<file path="config.mk">
export PLATFORM = sky130hd
export DESIGN_NAME = flux_container_chunk_parser
export DESIGN_NICKNAME = d
export VERILOG_FILES = /design/src/hdl/fccp_pkg.sv /design/src/hdl/flux_container_chunk_parser.sv
export SDC_FILE = /design/constraint.sdc
export NUM_CORES = 1
export LEC_CHECK = 0
export BUFFER_PORTS_ARGS = -buffer_cell sky130_fd_sc_hd__buf_2
export CAP_MARGIN = 40
export CORE_MARGIN = 4
export CORE_UTILIZATION = 61
export DETAILED_ROUTE_END_ITERATION = 10
export MAX_ROUTING_LAYER = met4
export PLACE_DENSITY = 0.75
export SLEW_MARGIN = 20
export SYNTH_ARGS = -nofsm -noshare
export SYNTH_HDL_FRONTEND = slang
export SYNTH_SLANG_ARGS = --single-unit
</file>
<file path="constraint.sdc">
create_clock -name clock -period 7.05 [get_ports clock]
set_clock_uncertainty 0.15 [all_clocks]
set_input_delay 0.705 -clock clock [delete_from_list [all_inputs] [get_ports clock]]
set_output_delay 0.705 -clock clock [all_outputs]
set_load 0.01 [all_outputs]
</file>
<file path="src/hdl/fccp_pkg.sv">
`default_nettype none
// ----------------------------------------------------------------------------
// Flux container chunk parser package
// Shared types and constants for the chunk parser.
// ----------------------------------------------------------------------------
package fccp_pkg;

   // Parser phase within the byte stream.
   typedef enum logic [1:0] {
      PHASE_FILE_HDR  = 2'd0,
      PHASE_CHUNK_HDR = 2'd1,
      PHASE_PAYLOAD   = 2'd2
   } phase_type;

   // Chunk ids as little-endian 32-bit words.
   localparam logic [31:0] ID_INFO = 32'h4F46_4E49;
   localparam logic [31:0] ID_STRM = 32'h4D52_5453;

   // Signature characters.
   localparam logic [7:0] SIG_CHAR_0 = 8'h41;  // 'A'
   localparam logic [7:0] SIG_CHAR_1 = 8'h32;  // '2'
   localparam logic [7:0] SIG_CHAR_2 = 8'h52;  // 'R'
   localparam logic [7:0] SIG_VER_2  = 8'h32;  // '2'
   localparam logic [7:0] SIG_VER_3  = 8'h33;  // '3'

   // Header geometry.
   localparam logic [2:0] HDR_LAST_INDEX  = 3'd7;
   localparam logic [2:0] SIG_VER_INDEX   = 3'd3;
   localparam logic [31:0] INFO_MIN_LEN   = 32'd4;

   // Version codes reported in the result.
   localparam logic [1:0] VERSION_NONE = 2'd0;
   localparam logic [1:0] VERSION_2    = 2'd2;
   localparam logic [1:0] VERSION_3    = 2'd3;

endpackage
`default_nettype wire

</file>
<file path="src/hdl/flux_container_chunk_parser.sv">
`default_nettype none
// ----------------------------------------------------------------------------
// Flux container chunk parser
// Walks a container byte stream, checks the signature, counts stream chunks
// and their flux bytes, and captures the info chunk fields.
// ----------------------------------------------------------------------------
// Throughput: one byte per cycle; the parser state updates once per byte.
// The result is registered: a processed last byte loads the result register and its valid.
// A byte waits in the input register only while a finished result is still
// held in the result register and the byte is itself a last byte.
// Reset: synchronous, active high; clears all parser state and both valids.
// After every last byte the parser state returns to its reset values.
module flux_container_chunk_parser (
   input  wire logic        clock,
   input  wire logic        reset,
   input  wire logic        req_valid,
   output logic             req_ready,
   input  wire logic [7:0]  req_data_byte,
   input  wire logic        req_last_byte,
   output logic             rsp_valid,
   input  wire logic        rsp_ready,
   output logic             rsp_file_valid,
   output logic [1:0]       rsp_format_version,
   output logic [7:0]       rsp_disk_kind,
   output logic             rsp_write_protect,
   output logic             rsp_sync_flag,
   output logic [15:0]      rsp_stream_chunks,
   output logic [31:0]      rsp_flux_bytes
);

   // Input register.
   logic        in_valid_ff;
   logic [7:0]  in_data_ff;
   logic        in_last_ff;

   // Parser state.
   fccp_pkg::phase_type phase_ff, phase_in;
   logic [2:0]  hdr_idx_ff, hdr_idx_in;
   logic        sig_ok_ff, sig_ok_in;
   logic [1:0]  version_ff, version_in;
   logic [31:0] chunk_id_ff, chunk_id_in;
   logic [31:0] chunk_len_ff, chunk_len_in;
   logic [31:0] bytes_left_ff, bytes_left_in;
   logic [23:0] pending_ff, pending_in;
   logic [23:0] committed_ff, committed_in;
   logic [15:0] streams_ff, streams_in;
   logic [31:0] flux_ff, flux_in;

   // Result register.
   logic        rsp_valid_ff;
   logic        res_file_valid_ff;
   logic [1:0]  res_version_ff;
   logic [7:0]  res_disk_kind_ff;
   logic        res_wp_ff;
   logic        res_sync_ff;
   logic [15:0] res_streams_ff;
   logic [31:0] res_flux_ff;

   logic        proc_fire;
   logic        info_tracked;
   logic [31:0] payload_off;
   logic [32:0] flux_sum;
   logic        file_ok;

   // A byte is processed unless it would overwrite a result still waiting.
   assign proc_fire = in_valid_ff && (!in_last_ff || !rsp_valid_ff || rsp_ready);
   assign req_ready = !in_valid_ff || proc_fire;

   assign info_tracked = (chunk_id_ff == fccp_pkg::ID_INFO) &&
                         (chunk_len_ff >= fccp_pkg::INFO_MIN_LEN);
   assign payload_off  = chunk_len_ff - bytes_left_ff;

   // Next phase of the parser.
   always_comb begin
      phase_in = phase_ff;
      case (phase_ff)
         fccp_pkg::PHASE_FILE_HDR: begin
            if (hdr_idx_ff == fccp_pkg::HDR_LAST_INDEX) begin
               phase_in = fccp_pkg::PHASE_CHUNK_HDR;
            end
         end
         fccp_pkg::PHASE_PAYLOAD: begin
            if (bytes_left_in == 32'd0) begin
               phase_in = fccp_pkg::PHASE_CHUNK_HDR;
            end
         end
         default: begin
            if (hdr_idx_ff == fccp_pkg::HDR_LAST_INDEX) begin
               phase_in = (chunk_len_in != 32'd0) ? fccp_pkg::PHASE_PAYLOAD
                                                  : fccp_pkg::PHASE_CHUNK_HDR;
            end
         end
      endcase
   end

   // Datapath update for one byte.
   always_comb begin
      hdr_idx_in    = hdr_idx_ff;
      sig_ok_in     = sig_ok_ff;
      version_in    = version_ff;
      chunk_id_in   = chunk_id_ff;
      chunk_len_in  = chunk_len_ff;
      bytes_left_in = bytes_left_ff;
      pending_in    = pending_ff;
      committed_in  = committed_ff;
      streams_in    = streams_ff;
      flux_in       = flux_ff;
      flux_sum      = 33'd0;
      case (phase_ff)
         fccp_pkg::PHASE_FILE_HDR: begin
            case (hdr_idx_ff)
               3'd0: begin
                  if (in_data_ff != fccp_pkg::SIG_CHAR_0) sig_ok_in = 1'b0;
               end
               3'd1: begin
                  if (in_data_ff != fccp_pkg::SIG_CHAR_1) sig_ok_in = 1'b0;
               end
               3'd2: begin
                  if (in_data_ff != fccp_pkg::SIG_CHAR_2) sig_ok_in = 1'b0;
               end
               fccp_pkg::SIG_VER_INDEX: begin
                  if (in_data_ff != fccp_pkg::SIG_VER_2 &&
                      in_data_ff != fccp_pkg::SIG_VER_3) begin
                     sig_ok_in = 1'b0;
                  end
                  version_in = (in_data_ff == fccp_pkg::SIG_VER_3) ? fccp_pkg::VERSION_3
                                                                  : fccp_pkg::VERSION_2;
               end
               default: begin
               end
            endcase
            hdr_idx_in = hdr_idx_ff + 3'd1;
         end
         fccp_pkg::PHASE_PAYLOAD: begin
            // Capture info payload bytes one to three.
            if (info_tracked && payload_off >= 32'd1 && payload_off <= 32'd3) begin
               pending_in[8*(payload_off[1:0] - 2'd1) +: 8] = in_data_ff;
            end
            if (bytes_left_ff != 32'd0) bytes_left_in = bytes_left_ff - 32'd1;
            if (bytes_left_in == 32'd0) begin
               if (info_tracked) committed_in = pending_in;
               hdr_idx_in = 3'd0;
            end
         end
         default: begin
            // Chunk header: id in bytes 0 to 3, length in bytes 4 to 7.
            if (!hdr_idx_ff[2]) begin
               chunk_id_in[8*hdr_idx_ff[1:0] +: 8] = in_data_ff;
            end else begin
               chunk_len_in[8*hdr_idx_ff[1:0] +: 8] = in_data_ff;
            end
            hdr_idx_in = hdr_idx_ff + 3'd1;
            if (hdr_idx_ff == fccp_pkg::HDR_LAST_INDEX) begin
               if (chunk_id_in == fccp_pkg::ID_STRM) begin
                  if (streams_ff != 16'hFFFF) streams_in = streams_ff + 16'd1;
                  flux_sum = {1'b0, flux_ff} + {1'b0, chunk_len_in};
                  flux_in  = flux_sum[32] ? 32'hFFFF_FFFF : flux_sum[31:0];
               end
               pending_in    = 24'd0;
               bytes_left_in = chunk_len_in;
            end
         end
      endcase
   end

   assign file_ok = (phase_in != fccp_pkg::PHASE_FILE_HDR) && sig_ok_in;

   // Input register: loads on every input transfer.
   always_ff @(posedge clock) begin
      if (reset) begin
         in_valid_ff <= 1'b0;
      end else if (req_ready) begin
         in_valid_ff <= req_valid;
      end
      if (req_valid && req_ready) begin
         in_data_ff <= req_data_byte;
         in_last_ff <= req_last_byte;
      end
   end

   // Parser state: updates per processed byte, clears after the last byte.
   always_ff @(posedge clock) begin
      if (reset || (proc_fire && in_last_ff)) begin
         phase_ff      <= fccp_pkg::PHASE_FILE_HDR;
         hdr_idx_ff    <= 3'd0;
         sig_ok_ff     <= 1'b1;
         version_ff    <= fccp_pkg::VERSION_NONE;
         chunk_id_ff   <= 32'd0;
         chunk_len_ff  <= 32'd0;
         bytes_left_ff <= 32'd0;
         pending_ff    <= 24'd0;
         committed_ff  <= 24'd0;
         streams_ff    <= 16'd0;
         flux_ff       <= 32'd0;
      end else if (proc_fire) begin
         phase_ff      <= phase_in;
         hdr_idx_ff    <= hdr_idx_in;
         sig_ok_ff     <= sig_ok_in;
         version_ff    <= version_in;
         chunk_id_ff   <= chunk_id_in;
         chunk_len_ff  <= chunk_len_in;
         bytes_left_ff <= bytes_left_in;
         pending_ff    <= pending_in;
         committed_ff  <= committed_in;
         streams_ff    <= streams_in;
         flux_ff       <= flux_in;
      end
   end

   // Result register: loads when the last byte is processed.
   always_ff @(posedge clock) begin
      if (reset) begin
         rsp_valid_ff <= 1'b0;
      end else if (proc_fire && in_last_ff) begin
         rsp_valid_ff <= 1'b1;
      end else if (rsp_ready) begin
         rsp_valid_ff <= 1'b0;
      end
      if (proc_fire && in_last_ff) begin
         res_file_valid_ff <= file_ok;
         res_version_ff    <= file_ok ? version_in : fccp_pkg::VERSION_NONE;
         res_disk_kind_ff  <= file_ok ? committed_in[7:0] : 8'd0;
         res_wp_ff         <= file_ok && (committed_in[15:8] != 8'd0);
         res_sync_ff       <= file_ok && (committed_in[23:16] != 8'd0);
         res_streams_ff    <= file_ok ? streams_in : 16'd0;
         res_flux_ff       <= file_ok ? flux_in : 32'd0;
      end
   end

   assign rsp_valid          = rsp_valid_ff;
   assign rsp_file_valid     = res_file_valid_ff;
   assign rsp_format_version = res_version_ff;
   assign rsp_disk_kind      = res_disk_kind_ff;
   assign rsp_write_protect  = res_wp_ff;
   assign rsp_sync_flag      = res_sync_ff;
   assign rsp_stream_chunks  = res_streams_ff;
   assign rsp_flux_bytes     = res_flux_ff;

   // An invalid file reports all fields as zero.
   assert property (@(posedge clock) disable iff (reset)
      rsp_valid_ff && !res_file_valid_ff |->
         res_version_ff == fccp_pkg::VERSION_NONE && res_disk_kind_ff == 8'd0 &&
         !res_wp_ff && !res_sync_ff && res_streams_ff == 16'd0 && res_flux_ff == 32'd0)
      else $error("invalid file reported nonzero fields");

   // A valid file always carries version two or three.
   assert property (@(posedge clock) disable iff (reset)
      rsp_valid_ff && res_file_valid_ff |->
         res_version_ff == fccp_pkg::VERSION_2 || res_version_ff == fccp_pkg::VERSION_3)
      else $error("valid file without a version");

   // The parser starts a fresh file after each last byte.
   assert property (@(posedge clock) disable iff (reset)
      proc_fire && in_last_ff |=>
         phase_ff == fccp_pkg::PHASE_FILE_HDR && hdr_idx_ff == 3'd0 && rsp_valid_ff)
      else $error("parser state not cleared after last byte");

   // Payload phase always has bytes outstanding.
   assert property (@(posedge clock) disable iff (reset)
      phase_ff == fccp_pkg::PHASE_PAYLOAD |-> bytes_left_ff != 32'd0)
      else $error("payload phase with no bytes left");

endmodule
`default_nettype wire

</file>
==> impl_results.md, run 1 <==
* Layout area overhead at 10.1%
* Pwr/cell area at ~190 nW/µm²
* Crit path max fanout at 32
* HPWL Detailed at 39,900 µm
* Worst path required time at 7340 ps
* Nets at 2,289
* Setup CP Type: flip-flop to flip-flop
* Number of port buffers at 75
* Post-Syn Area at between 15,000 and 20,000 µm²
* Outcome: finished, final reports clean
* # DRC at 0
* H-tree depth at 1
* Syn_nets at 2,268
* Final GP Congestion at 1.06
* EDFF count, synth at 70
* Crit path launch: hdr_idx_ff[0]
* Max-cap violations at 0
* Hold Path Class: input pin to flip-flop
* Avg WL per Cell at 21.3 µm
* CP max stage delay at ~500 ps
* Yosys top cell area share at 0.234
* Via density at 6.63
* Final worst setup slack at 975 ps
* Post-route cell area at approximately 19,000 µm²
* Post-Syn Area per Cell at 7.93 µm²
* Total global-route track usage at 0.356
* Origin of the critical flop-to-flop path: hdr_idx_ff[0]
* Most common cell after layout, fill and taps aside: nor2_1
* RSZ-0062 raised after global routing: false
* CP top delay family: compound AO/OA/AOI/OAI gates
* Starting Density at 0.620
* Full die area at ~31,000 µm²
* Tmin final at 6070 ps
* Site Rows at 61
* Post-synth ARST share at 0
* Clock Sinks at 272
* Root Driver: clkbuf_16
* Crit path DAT at 6370 ps
* Synth Area in Compound Gates at 0.255
* Postcts setup bufs at 0
* Share of layout cells above drive strength 1 at 0.0950
* Total Wirelength at between 50,000 and 60,000 µm
* Hold Crit Start: req_data_byte[6]
* Die Ht at 176 µm
* Synth Area in Adders at 0.0581
* Yosys warning count at 0
* Post-Synthesis Cells at 2,176
* Hold-fix buffers at CTS at 0
* Worst Path Buf+Inv at 5
* Synth Area in Simple Gates at 0.228
* Max_slew headroom at 0.369
* Commonest cells after routing, fill and taps aside: nor2_1, a21oi_1, dfxtp_1, nand2_1, o21ai_0
* Xor and xnor area share after synthesis at 0.0310
* Initial antenna violation count at 1
* Slew @ Worst Pin at 937 ps
* Remaining global-route overflow at 0
* First-pass GRT wire length at 87,000 µm
* Pleak at 0.00756 µW
* Clock buffer depth at 3
* Iteration-0 DRC Markers at 2,283
* Synth area leaders: dfxtp_1, edfxtp_1, a21oi_1
* Critical Path Most Common Cell: a21oi_1
* Final ANT Viol Nets at 0
* Pre-CTS WS at 1200 ps
* Multiplexer area fraction after synthesis at 0.0207
* Startpoint type of the worst setup path: flip-flop
* Endpoints failing setup at 0
* Worst-skew pair later-pin latency at 580 ps
* Unique masters post-synth at 81
* Post-DP Area at 18,000 µm²
* # IOs at 76
* Area leader, netlist: dfxtp_1
* Via count at about 17,000
* Slowest cell on crit path: dfxtp_1
* VDD IR max at 0.212 mV
* Vias in the first global route at 15,700
* Main combinational cell family by area after synthesis: compound AO/OA/AOI/OAI gates
* DP Cell Count at about 2,500
* CTS tree: built
* Slew Viols, Final at 0
* Critical Path End Type: flip-flop
* Fin crit share at 0.862
* Final Hold Vio Count at 0
* Top FF cell, synth: dfxtp_1
* Die X at 176 µm
* Core Footprint at around 28,000 µm²
* Setup TNS at 0 ps
* Post_cts resized at 0
* DRT Pass-1 Iters at 6
* Fmax at 165 MHz
* Sequential element share of the synthesized area at 0.356
* Clock-pin slew on the worst setup and hold paths at ~70 ps
* Fill cell count at 2,372
* Worst path cell trace: inv_1 -> ha_1 -> nor3b_1 -> buf_2 -> and4_1 -> a21oi_1 -> inv_1 -> ha_1 -> a21oi_1 -> o21ai_0 -> a21o_1 -> a21o_1 -> a22oi_1 -> a31oi_1 -> a21oi_1 -> a21o_1 -> o21bai_1 -> a2111oi_2 -> buf_4 -> and2_1 -> buf_4 -> a21oi_1
* Post-Layout Cell Count at roughly 2,600
* Largest net degree at the start of global routing at 86
* Worst hold slack at 152 ps
* Number of synthesized register bits at ~270
* Num CTS Buffers at 30
[kinds of logic after synthesis]
group / count (synthesis)
buffers and inverters: 233
xor gates and xnor gates: 61
AOI/OAI and AO/OA: 691
adders and majority gates: 79
muxes: 35
DFF: 272
and+or+nand+nor: 805
[power breakdown]
group | leakage (µW) | switching (µW) | internal [µW]
Sequential | 0.00240 | 24.3 | 1610
Combinational | 0.00467 | 263 | 128
Clock | 0.000493 | 693 | 879
[layout make-up]
type / instances / area [µm²] / area share
Clock buffer: 37 / 828 / 0.0436
Inverter: 105 / 394 / 0.0207
Sequential cell: 272 / 6150 / 0.323
Multi-Input combinational cell: 1671 / 10300 / 0.540
Tap cell: 378 / 473 / 0.0249
Antenna cell: 1 / 2.50 / 0.000132
Clock inverter: 19 / 160 / 0.00842
Timing Repair Buffer: 117 / 732 / 0.0385
[synthesized netlist by cell type (all sizes together), types with 6 or more instances]
library cell,number
or2,10
a22oi,29
or3,18
buf,11
a211o,6
and2,20
nand4,43
a21o,27
nor4,27
o21a,41
and3,17
ha,77
nand2b,15
o32ai,6
nor3,47
xnor2,30
a31oi,14
or4,18
o22ai,9
xor2,31
o21ai,151
mux2i,30
o21bai,8
a311oi,8
dfxtp,202
edfxtp,70
clkbuf,117
nor2,276
o41ai,6
nand3,54
nor3b,7
nand3b,6
o211ai,22
and4,18
inv,105
a211oi,68
nand2,192
o311ai,10
nor2b,19
a21oi,224
o31ai,10
[metal layers]
layer	vias to the layer above	GRT usage	part of all wire
li1	8048	-	-
met2	974	0.494	0.41
met1	8043	0.516	0.44
met4	0	0.122	0.038
met5	-	-	0
met3	175	0.0722	0.11
[registers in the layout, summed over array words and instances, names as in the netlist, 2 cells and up]
register and count:
chunk_len_ff 32, flux_ff 32, committed_ff 24, streams_ff 16
phase_ff 2, in_data_ff 8, rsp_flux_bytes 32, rsp_disk_kind 8
bytes_left_ff 32, pending_ff 24, rsp_format_version 2, hdr_idx_ff 3
version_ff 2, rsp_stream_chunks 16, chunk_id_ff 32
[worst paths after layout]
| check | cells after the start | endpoint | slack, ps |
|---|---|---|---|
| max | 22 | flux_ff[2] | 980 |
| max reg2reg | 22 | flux_ff[2] | 980 |
| min reg2reg | 2 | committed_ff[12] | 300 |
| min | 1 | in_data_ff[6] | 150 |
[stage by stage]
| stage | total power, µW | utilization |
|---|---|---|
| after floorplan | 1920 | - |
| after global placement | 2030 | 0.642 |
| after detailed placement | 2040 | 0.645 |
| after CTS | 3600 | 0.680 |
| after global routing | 3710 | 0.682 |
| final | 3600 | 0.682 |
Power figures use the tool's default switching activity.
==> inputs of run 2 (changes only) <==
ABC_AREA = 1   (was default)
==> run 2 against run 1 <==
Net effect: final area up 5.9%; largest power group unchanged; sequential share of layout area down 1.8 points; global-route usage up 2.9 points; via count up 16%; power up 13%; die area up 6.9%; critical path depth down 5; worst hold slack worse by 7.4 ps.
==> impl_results.md, run 2 <==
* Outcome: finished, final reports clean (unchanged)
* Endpoints failing setup at 0 (unchanged)
* Hold-fix buffers at CTS at 0 (unchanged)
* Full die area at 33,200 µm² (was 31,100 µm²)
* CP top delay family: compound AO/OA/AOI/OAI gates (unchanged)
* Post-Syn Area at 18,500 µm² (was 17,300 µm²)
* Synth area leaders: dfxtp_1, nand2_1, edfxtp_1 (was dfxtp_1, edfxtp_1, a21oi_1)
* Area leader, netlist: dfxtp_1 (unchanged)
* Vias in the first global route at 18,700 (was 15,700)
* Startpoint type of the worst setup path: flip-flop (unchanged)
* Pre-CTS WS at 1240 ps (was 1200 ps)
* Commonest cells after routing, fill and taps aside: nand2_1, inv_1, nor2_1, a21oi_1, o21ai_0 (was nor2_1, a21oi_1, dfxtp_1, nand2_1, o21ai_0)
* CTS tree: built (unchanged)
* Via count at 19,900 (was 17,200)
* Remaining global-route overflow at 0 (unchanged)
* DRT Pass-1 Iters at 7 (was 6)
* H-tree depth at 1 (unchanged)
* Yosys warning count at 0 (unchanged)
* Final ANT Viol Nets at 0 (unchanged)
* Post-synth ARST share at 0 (unchanged)
* Worst path cell trace: inv_1 -> ha_1 -> nor3_4 -> nand2_1 -> o21ai_0 -> ha_1 -> a21oi_1 -> a21boi_0 -> o21ai_0 -> nand3_1 -> nand3_1 -> a21o_1 -> a21oi_1 -> o211ai_1 -> buf_4 -> o22ai_1 -> nor2_1 (was inv_1 -> ha_1 -> nor3b_1 -> buf_2 -> and4_1 -> a21oi_1 -> inv_1 -> ha_1 -> a21oi_1 -> o21ai_0 -> a21o_1 -> a21o_1 -> a22oi_1 -> a31oi_1 -> a21oi_1 -> a21o_1 -> o21bai_1 -> a2111oi_2 -> buf_4 -> and2_1 -> buf_4 -> a21oi_1)
* Tmin final at 6010 ps (was 6070 ps)
* Number of synthesized register bits at 272 (unchanged)
* Iteration-0 DRC Markers at 2,342 (was 2,283)
* Critical Path End Type: flip-flop (unchanged)
* Core Footprint at 29,800 µm² (was 27,900 µm²)
* CP max stage delay at 740 ps (was 500 ps)
* First-pass GRT wire length at 101,000 µm (was 87,000 µm)
* Pleak at 0.00953 µW (was 0.00756 µW)
* Slew Viols, Final at 0 (unchanged)
* Postcts setup bufs at 0 (unchanged)
* Number of port buffers at 75 (unchanged)
* VDD IR max at 0.182 mV (was 0.212 mV)
* # IOs at 76 (unchanged)
* Total global-route track usage at 0.384 (was 0.356)
* Final worst setup slack at 1040 ps (was 975 ps)
* Pwr/cell area at 202 nW/µm² (was 189 nW/µm²)
* Avg WL per Cell at 19.5 µm (was 21.3 µm)
* Share of layout cells above drive strength 1 at 0.0654 (was 0.0950)
* Final GP Congestion at 1.04 (was 1.06)
* Clock buffer depth at 3 (unchanged)
* Fmax at 166 MHz (was 165 MHz)
* Unique masters post-synth at 61 (was 81)
* Die X at 182 µm (was 176 µm)
* Worst-skew pair later-pin latency at 590 ps (was 580 ps)
* Clock Sinks at 272 (unchanged)
* Fill cell count at 2,629 (was 2,372)
* Site Rows at 63 (was 61)
* Setup TNS at 0 ps (unchanged)
* Yosys top cell area share at 0.218 (was 0.234)
* Via density at 6.07 (was 6.63)
* EDFF count, synth at 70 (unchanged)
* Worst path required time at 7220 ps (was 7340 ps)
* Max-cap violations at 0 (unchanged)
* Crit path DAT at 6180 ps (was 6370 ps)
* Slew @ Worst Pin at 816 ps (was 937 ps)
* Root Driver: clkbuf_16 (unchanged)
* Crit path max fanout at 21 (was 32)
* Fin crit share at 0.853 (was 0.862)
* Top FF cell, synth: dfxtp_1 (unchanged)
* Die Ht at 182 µm (was 176 µm)
* Reg-to-reg setup timing slack at 1040 ps (was 980 ps)
* Post_cts resized at 0 (unchanged)
* Initial antenna violation count at 0 (was 1)
* # DRC at 0 (unchanged)
* Starting Density at 0.621 (was 0.620)
* Nets at 2,959 (was 2,289)
* Most common cell after layout, fill and taps aside: nand2_1 (was nor2_1)
* Clock-pin slew on the worst setup and hold paths at 70 ps (about the same)
* Top-count cell post-synth: nand2_1 (was nor2_1)
* Largest net degree at the start of global routing at 84 (was 86)
* Worst Path Buf+Inv at 2 (was 5)
* Slowest cell on crit path: dfxtp_1 (unchanged)
* Final Hold Vio Count at 0 (unchanged)
* Layout area overhead at 8.81% (was 10.1%)
* Post-Synthesis Cells at 2,833 (was 2,176)
* Num CTS Buffers at 30 (unchanged)
* HPWL Detailed at 47,300 µm (was 39,900 µm)
* Post-Syn Area per Cell at 6.53 µm² (was 7.93 µm²)
* RSZ-0062 raised after global routing: false (unchanged)
* Syn_nets at 2,925 (was 2,268)
* Total Wirelength at 64,000 µm (was 55,300 µm)
* Commonest cells post-synth: nand2_1, inv_1, nor2_1 (was nor2_1, a21oi_1, dfxtp_1)
* Sequential element share of the synthesized area at 0.332 (was 0.356)
* Max_slew headroom at 0.450 (was 0.369)
* Hold Path Class: input pin to flip-flop (unchanged)
* Setup CP Type: flip-flop to flip-flop (unchanged)
-- run 2: changes by cell type in the layout (fill, tap and decap cells not counted), sizes merged, moves of 19 or more --
| cell | change |
|---|---|
| nand3 | +106 |
| o22ai | +23 |
| o21a | -33 |
| o21ai | +113 |
| and2 | -19 |
| nand2 | +517 |
| nor2 | +22 |
| o221ai | +21 |
| inv | +280 |
| mux2i | -23 |
| a211oi | -65 |
| nor2b | -19 |
| a21o | -23 |
| a21oi | +39 |
-- run 2: cells by family after synthesis --
family	share of synthesized area
adders and majority gates	0.0542
xor gates and xnor gates	0.0237
and+or+nand+nor	0.295
buffers and inverters	0.103
DFF	0.332
AOI/OAI and AO/OA	0.188
muxes	0.00379
-- run 2: area by class of cell --
| class | count | area, µm² | share of cell area |
|---|---|---|---|
| diodes | 1 | 2.50 | 0.000124 |
| well taps | 390 | 488 | 0.0242 |
| repair buffers | 103 | 648 | 0.0322 |
| flip-flops and latches | 272 | 6150 | 0.305 |
| multi-input cells | 2069 | 10500 | 0.520 |
| inverters | 391 | 1470 | 0.0730 |
| clock inverters | 8 | 70.1 | 0.00348 |
| clock buffers | 48 | 838 | 0.0416 |
-- run 2: metrics by stage --
step	cell area, µm²	std cells	total power, µW	utilization	hold slack, ps
2_1_floorplan	18500	2833	2320	-	281
3_3_place_gp	19100	3216	2540	0.641	295
3_5_place_dp	19200	3220	2560	0.643	306
4_1_cts	20100	3276	4010	0.674	127
5_1_grt	20100	3281	4220	0.676	140
6_report	20100	3282	4060	0.676	144
-- run 2: per-layer routing --
layer  GRT usage  share of wire  up-vias  wire length (µm)
li1            -              -     9462                 -
met1       0.498           0.40     9082             25800
met2       0.601           0.44     1175             28300
met3      0.0755           0.11      219              7000
met4       0.142          0.045        0              2860
met5           -              0        -                 0
-- run 2: final timing paths --
check | cells past startpoint | startpoint | to
worst max-delay path | 17 | hdr_idx_ff[0] | rsp_flux_bytes[23]
worst min-delay path | 1 | req_data_byte[1] | in_data_ff[1]
worst max register to register | 17 | hdr_idx_ff[0] | rsp_flux_bytes[23]
worst min register to register | 2 | pending_ff[23] | pending_ff[23]
-- run 2: worst reg2reg max path, cell delays in order (launching register included) --
cell	delay [ps]
dfxtp_1	740
inv_1	220
ha_1	470
nor3_4	340
nand2_1	130
o21ai_0	670
ha_1	420
a21oi_1	140
a21boi_0	390
o21ai_0	330
nand3_1	150
nand3_1	110
a21o_1	210
a21oi_1	270
o211ai_1	340
buf_4	350
o22ai_1	240
nor2_1	90
-- run 2: report_power, final --
part / switching (µW) / internal (µW) / total [µW]
registers: 60.9 / 1650 / 1710
clock network: 678 / 816 / 1490
logic: 601 / 250 / 851
